### src/sv/scc_pkg.sv
`timescale 1ns / 1ps
package scc_pkg;

  // item modes
  localparam logic [1:0] MODE_CLEAR   = 2'd0;
  localparam logic [1:0] MODE_ADD     = 2'd1;
  localparam logic [1:0] MODE_COMPUTE = 2'd2;
  localparam logic [1:0] MODE_QUERY   = 2'd3;

  // result status codes
  localparam logic [1:0] ST_OK      = 2'd0;
  localparam logic [1:0] ST_FULL    = 2'd1;
  localparam logic [1:0] ST_RANGE   = 2'd2;
  localparam logic [1:0] ST_NOTCOMP = 2'd3;

  // datapath operations issued by the controller
  typedef enum logic [3:0] {
    OP_NONE,
    OP_LOAD,
    OP_CLEAR,
    OP_ADD_RD,
    OP_ADD_WR,
    OP_ADD_LINK,
    OP_INIT_FWD,
    OP_INIT_REV,
    OP_PICK,
    OP_START,
    OP_HEAD,
    OP_STEP,
    OP_EDGE,
    OP_POPLD,
    OP_DONE,
    OP_RESP
  } op_t;

  typedef enum logic [3:0] {
    S_IDLE,
    S_DECODE,
    S_ADD_WR,
    S_ADD_LINK,
    S_CHECK,
    S_PICK,
    S_START,
    S_HEAD,
    S_STEP,
    S_EDGE,
    S_POPLD,
    S_RESP
  } state_t;

  // datapath status back to the controller
  typedef struct packed {
    logic [1:0] mode;
    logic       err;
    logic       more;
    logic       rev;
    logic       cand_seen;
    logic       cur_none;
    logic       sp_gt1;
    logic       push;
    logic       out_free;
  } sts_t;

endpackage

### src/sv/scc_ctrl.sv
`timescale 1ns / 1ps
module scc_ctrl import scc_pkg::*; (
  input  logic clk,
  input  logic rst,
  input  logic in_valid,
  output logic in_stall,
  input  sts_t sts,
  output op_t  op
);

  state_t state, state_next;

  // state register
  always_ff @(posedge clk) begin
    if (rst) begin
      state <= S_IDLE;
    end else begin
      state <= state_next;
    end
  end

  // next state and datapath operation
  always_comb begin
    state_next = state;
    op = OP_NONE;
    in_stall = 1'b1;
    case (state)
      S_IDLE: begin
        in_stall = 1'b0;
        if (in_valid) begin
          op = OP_LOAD;
          state_next = S_DECODE;
        end
      end
      S_DECODE: begin
        case (sts.mode)
          MODE_CLEAR: begin
            op = OP_CLEAR;
            state_next = S_RESP;
          end
          MODE_ADD: begin
            if (sts.err) begin
              state_next = S_RESP;
            end else begin
              op = OP_ADD_RD;
              state_next = S_ADD_WR;
            end
          end
          MODE_COMPUTE: begin
            op = OP_INIT_FWD;
            state_next = S_CHECK;
          end
          default: state_next = S_RESP;
        endcase
      end
      S_ADD_WR: begin
        op = OP_ADD_WR;
        state_next = S_ADD_LINK;
      end
      S_ADD_LINK: begin
        op = OP_ADD_LINK;
        state_next = S_RESP;
      end
      S_CHECK: begin
        if (sts.more) begin
          state_next = sts.rev ? S_PICK : S_START;
        end else if (!sts.rev) begin
          op = OP_INIT_REV;
        end else begin
          op = OP_DONE;
          state_next = S_RESP;
        end
      end
      S_PICK: begin
        op = OP_PICK;
        state_next = S_START;
      end
      S_START: begin
        op = OP_START;
        state_next = sts.cand_seen ? S_CHECK : S_HEAD;
      end
      S_HEAD: begin
        op = OP_HEAD;
        state_next = S_STEP;
      end
      S_STEP: begin
        op = OP_STEP;
        if (!sts.cur_none) begin
          state_next = S_EDGE;
        end else if (sts.sp_gt1) begin
          state_next = S_POPLD;
        end else begin
          state_next = S_CHECK;
        end
      end
      S_EDGE: begin
        op = OP_EDGE;
        state_next = sts.push ? S_HEAD : S_STEP;
      end
      S_POPLD: begin
        op = OP_POPLD;
        state_next = S_STEP;
      end
      S_RESP: begin
        if (sts.out_free) begin
          op = OP_RESP;
          state_next = S_IDLE;
        end
      end
      default: state_next = S_IDLE;
    endcase
  end

endmodule

### config.mk
export PLATFORM = sky130hd
export DESIGN_NAME = scc_ctrl
export DESIGN_NICKNAME = d
export VERILOG_FILES = /design/src/sv/scc_pkg.sv /design/src/sv/scc_ctrl.sv
export SDC_FILE = /design/constraint.sdc
export NUM_CORES = 1
export LEC_CHECK = 0
export ABC_AREA = 1
export BUFFER_PORTS_ARGS = -buffer_cell sky130_fd_sc_hd__buf_2
export CAP_MARGIN = 10
export CORE_UTILIZATION = 45
export DETAILED_ROUTE_END_ITERATION = 12
export PLACE_DENSITY = 0.71
export SLEW_MARGIN = 25
export SYNTH_ARGS = -nofsm -noshare
export SYNTH_HDL_FRONTEND = slang
export SYNTH_SLANG_ARGS = --single-unit
### constraint.sdc
create_clock -name clk -period 1.7 [get_ports clk]
set_input_delay 0.34 -clock clk [delete_from_list [all_inputs] [get_ports clk]]
set_output_delay 0.34 -clock clk [all_outputs]
set_load 0.03 [all_outputs]
### Word-level counts from Yosys, hierarchy flattened

Cells that the tools add are included.

* div/mod/pow operators: 0
* eq/ne operators: 16
* order comparisons: 0
* add/sub/neg operators: 0
* shift operators: 0
* bitwise operators: 0
* multiplexer cells: 20
* $mul: 0
* reductions and logical operators: 4

Operators with widths (number)
* 4-bit one-hot mux with 12 select lines: 1
* 4-bit two-way mux: 11
* 4-bit one-hot mux with 11 select lines: 1
* 4-bit by 3-bit == test with 1-bit output, second input constant: 4
* 4-bit == test, second input constant: 4
* 3-bit one-hot mux with 3 select lines: 1
* 4-bit by 2-bit == test with 1-bit output, second input constant: 2
* 4-bit one-hot mux with 2 select lines: 1
* 2-bit two-way mux: 3
* 4-bit by 1-bit == test with 1-bit output, second input constant: 1
* 4-bit logical NOT: 1
* 2-bit inequality test, second input constant: 2
* 3-bit inequality test, second input constant: 1
* 3-bit AND reduction: 1
* 2-bit by 1-bit == test with 1-bit output, second input constant: 1
* 2-bit == test, second input constant: 1
* 2-bit logical NOT: 1
* 1-bit two-way mux: 2
* 2-bit OR reduction: 1

* latch bits: 0
* output and inout port bits: 5
* flip-flop bits (word level): 4
* bits in read-only memories: 0
* RAM bits: 0
* input port bits: 13
* logic and storage cells: 41
* memories kept: 0

### Longest topological paths before layout

* word-level depth: 3
* depth in mapped cells: 9
* gate-level depth less buffers: 9

### Worst setup path before layout

No wires, ideal clock.

* kind: register to output
* start point: register state[0]
* end point: output port op[0]
* required time: 1.360 ns
* path buffers: 0
* arrival: 1.268 ns
* path slack: 0.092 ns
* cell stages (with the launch flop): 5
* cell sequence: dfxtp_1 > inv_2 > nor2_4 > nand2_2 > o2111ai_1

* longest elaborated chain between the ends: 2
* elaborated cells between the ends (all ways): 13
* classes of those cells: eq/ne (11); mux (1); reduce/logical (1)

RTL lines
* start: declaration: line scc_ctrl.sv:11 `state_t state, state_next;`
* start signal: assignment: line scc_ctrl.sv:18 `state <= state_next;`
* 4-bit == test, or another cell as far along: line scc_ctrl.sv:27 `case (state)`
* 4-bit one-hot mux with 12 select lines (*): line scc_ctrl.sv:27
* end: declaration: line scc_ctrl.sv:8 `output op_t op`

Every way passes the cells marked *; elsewhere a longest branch is shown, timed or not.

### Final worst setup path

* start point: register state[3]
* end point: output port op[0]

Same word-level chain as after synthesis.

==> flow_summary.json <==
{
  "outcome": "completed",
  "root_buffer": "clkbuf_4",
  "ys_warn_count": 0,
  "endpoint_kind": "output pin",
  "core-area_um2": 1171,
  "drtIter0Drc": 48,
  "die_x_um": 38.65,
  "tightest_slew_ns": 0.1995,
  "initial_core_util_pct": 51.60,
  "htree_levels": 1,
  "portBuffers": 17,
  "num-fill-cells": 93,
  "synth.net_count": 125,
  "period_share_pct": 99.41,
  "hold_buffers": 0,
  "hold_class": "input port to register",
  "final-setup-viol-count": 0,
  "area_growth_pct": 46.38,
  "finalMaxSlewViolations": 0,
  "top_register": "state",
  "cts_buffers": 3,
  "hold_viol": 0,
  "power_frac_seq_pct": 14.9,
  "reg2reg_slack_ns": 0.22,
  "syn_inst": 112,
  "mappedNetlistArea_um2": 604.3,
  "ys_seq_elements": 4,
  "final_cell_mix": "34 x nand2_1, 13 x nor2_1, 13 x buf_2",
  "synth.distinct_cells": 20,
  "met3_usage_pct": 0,
  "clkPwrFrac_pct": 7.2,
  "p_sw_share_pct": 54.70,
  "first_pass_iters": 4,
  "wire_per_inst_um": 11.44,
  "r2r-end": "state[3]$_SDFFE_PP0P_",
  "rr_worst_depth": 10,
  "grt_pass1_wl_mm": 2.822,
  "worstPathRequired_ns": 1.36,
  "rsz0062_at_grt": "yes",
  "clock-sinks": 4,
  "clock_path_buffers": 2,
  "grt_usage_pct": 26.71,
  "min_from": "rst",
  "vias_per_cell": 5.263,
  "p_per_area_nw_per_um2": 1816,
  "ios": 18,
  "max_freq_mhz": 591.8,
  "met2_usage_pct": 48.33,
  "grt_max_degree": 8,
  "layout.nets": 157,
  "cp.arrival_ns": 1.35,
  "grt-ovfl-total": 0,
  "p_comb_share_pct": 77.9,
  "drc": 0,
  "r2r-start": "state[3]$_SDFFE_PP0P_",
  "die-area_um2": 1493,
  "critPathLaunchType": "register",
  "wirelength_mm": 1.785,
  "skew_ns": 0.002044,
  "vdd_drop_max_mv": 1.397,
  "die_y_um": 38.65,
  "worstHoldPathCells": 2,
  "stdcell_count": 156,
  "post-dp-hpwl_mm": 1.347,
  "reg.largest.list": "state x4",
  "slew_headroom_pct": 86.67,
  "top_usage_layer": "met2",
  "syn_area_per_cell_um2": 5.396,
  "n_antenna_cell": 0,
  "grt_pass1_vias": 736,
  "largest_reg_flops": 4,
  "min_period_ns": 1.690,
  "gp_congestion": 0.9397,
  "dp.cells": 146,
  "power.internal_mw": 0.7276,
  "clk_pin_slew_worst_paths_ns": 0.04,
  "p_leak_nw": 0.4943,
  "vias": 821,
  "ys_seq_area_share_pct": 13.25,
  "power_switching_mw": 0.8787,
  "layout_commonest_cell": "nand2_1",
  "drive_above_1_share_pct": 44.37,
  "antenna_left": 0,
  "power_mw": 1.606,
  "path_class": "register to output pin",
  "worst-path-max-fanout": 5,
  "cts_tree": "done",
  "worstSkewPairLatency_ns": 0.23,
  "rows": 12,
  "max-cap-violations": 0,
  "antenna_found_initial": 0,
  "use_met1_pct": 35.31,
  "min_to": "state[0]$_SDFFE_PP0P_"
}
-- power groups by stage --
| stage | combinational, mW | sequential, mW | clock (mW) |
|---|---|---|---|
| CTS | 1.12 | 0.224 | 0.118 |
| global route | 1.35 | 0.244 | 0.119 |
| floorplan | 0.733 | 0.193 | 0 |
| detailed placement | 0.982 | 0.200 | 0 |
| global placement | 0.979 | 0.198 | 0 |
| finish | 1.25 | 0.239 | 0.116 |
-- metrics by stage --
step	worst slack (ns)	util (%)	hold slack (ns)	setup TNS [ns]	instance area [µm²]
global placement	0.1248	62.29	0.5581	0	729.5
detailed placement	0.08092	62.29	0.5603	0	729.5
floorplan	0.09157	-	0.4024	0	604.3
finish	0.01010	75.53	0.3179	0	884.6
global route	-0.06062	75.53	0.3236	-0.1622	884.6
CTS	0.007921	70.51	0.3120	0	825.8
-- layer usage --
metal | up-vias | part of all wire, %
met5 | - | 0
met3 | 2 | 8.7
met4 | 0 | 0.73
li1 | 422 | -
met1 | 353 | 41
met2 | 44 | 49
-- critical path, cell delays in order (launching register included) --
cell	delay [ns]
dfxtp_4	0.39
inv_4	0.05
nor2_4	0.14
nand2_1	0.10
nand2_1	0.08
a21oi_1	0.05
o2111ai_1	0.11
buf_4	0.19
-- how the worst max path moves through the flow --
stage / depth (start not counted) / startpoint / end / slack [ns]
floorplan: 4 / state[0]$_SDFFE_PP0P_ / op[0] / 0.09
global placement: 7 / state[1]$_SDFFE_PP0P_ / op[0] / 0.12
detailed placement: 7 / state[1]$_SDFFE_PP0P_ / op[0] / 0.08
CTS: 7 / state[2]$_SDFFE_PP0P_ / op[0] / 0.008
global route: 7 / state[3]$_SDFFE_PP0P_ / op[0] / -0.06
finish: 7 / state[3]$_SDFFE_PP0P_ / op[0] / 0.01
-- kinds of logic after synthesis --
family	count (synthesis)	synth area share, %
AND/OR/NAND/NOR	80	64.60
AO/OA/AOI/OAI	11	11.59
buffers and inverters	17	10.56
flip-flops	4	13.25
-- synthesized netlist by cell type, drive strengths merged --
library cell / instances / area (µm²)
nand3b: 2 / 18.77
clkinv: 1 / 3.750
inv: 16 / 60.05
dfxtp: 4 / 80.08
nor2: 24 / 132.6
o21ai: 4 / 23.77
o2111ai: 1 / 8.760
nand3: 13 / 75.07
nand2: 38 / 145.1
nand4: 3 / 18.77
a21oi: 6 / 37.54
-- repair_timing --
| action | in CTS | in global routing |
|---|---|---|
| setup endpoints to repair | 4 | 4 |
| gates resized for setup | 14 | 17 |
| pin swaps | 2 | 6 |
| setup buffers | 5 | 2 |
-- area by class of cell --
class / instances / area, µm² / share of cell area [%]
sequential: 4 / 95.09 / 10.75
multi-input combinational: 91 / 499.2 / 56.44
clock buffer: 3 / 22.52 / 2.546
timing repair buffer: 27 / 181.4 / 20.51
inverter: 17 / 68.82 / 7.779
tap: 14 / 17.52 / 1.980
Power figures use the tool's default switching activity.
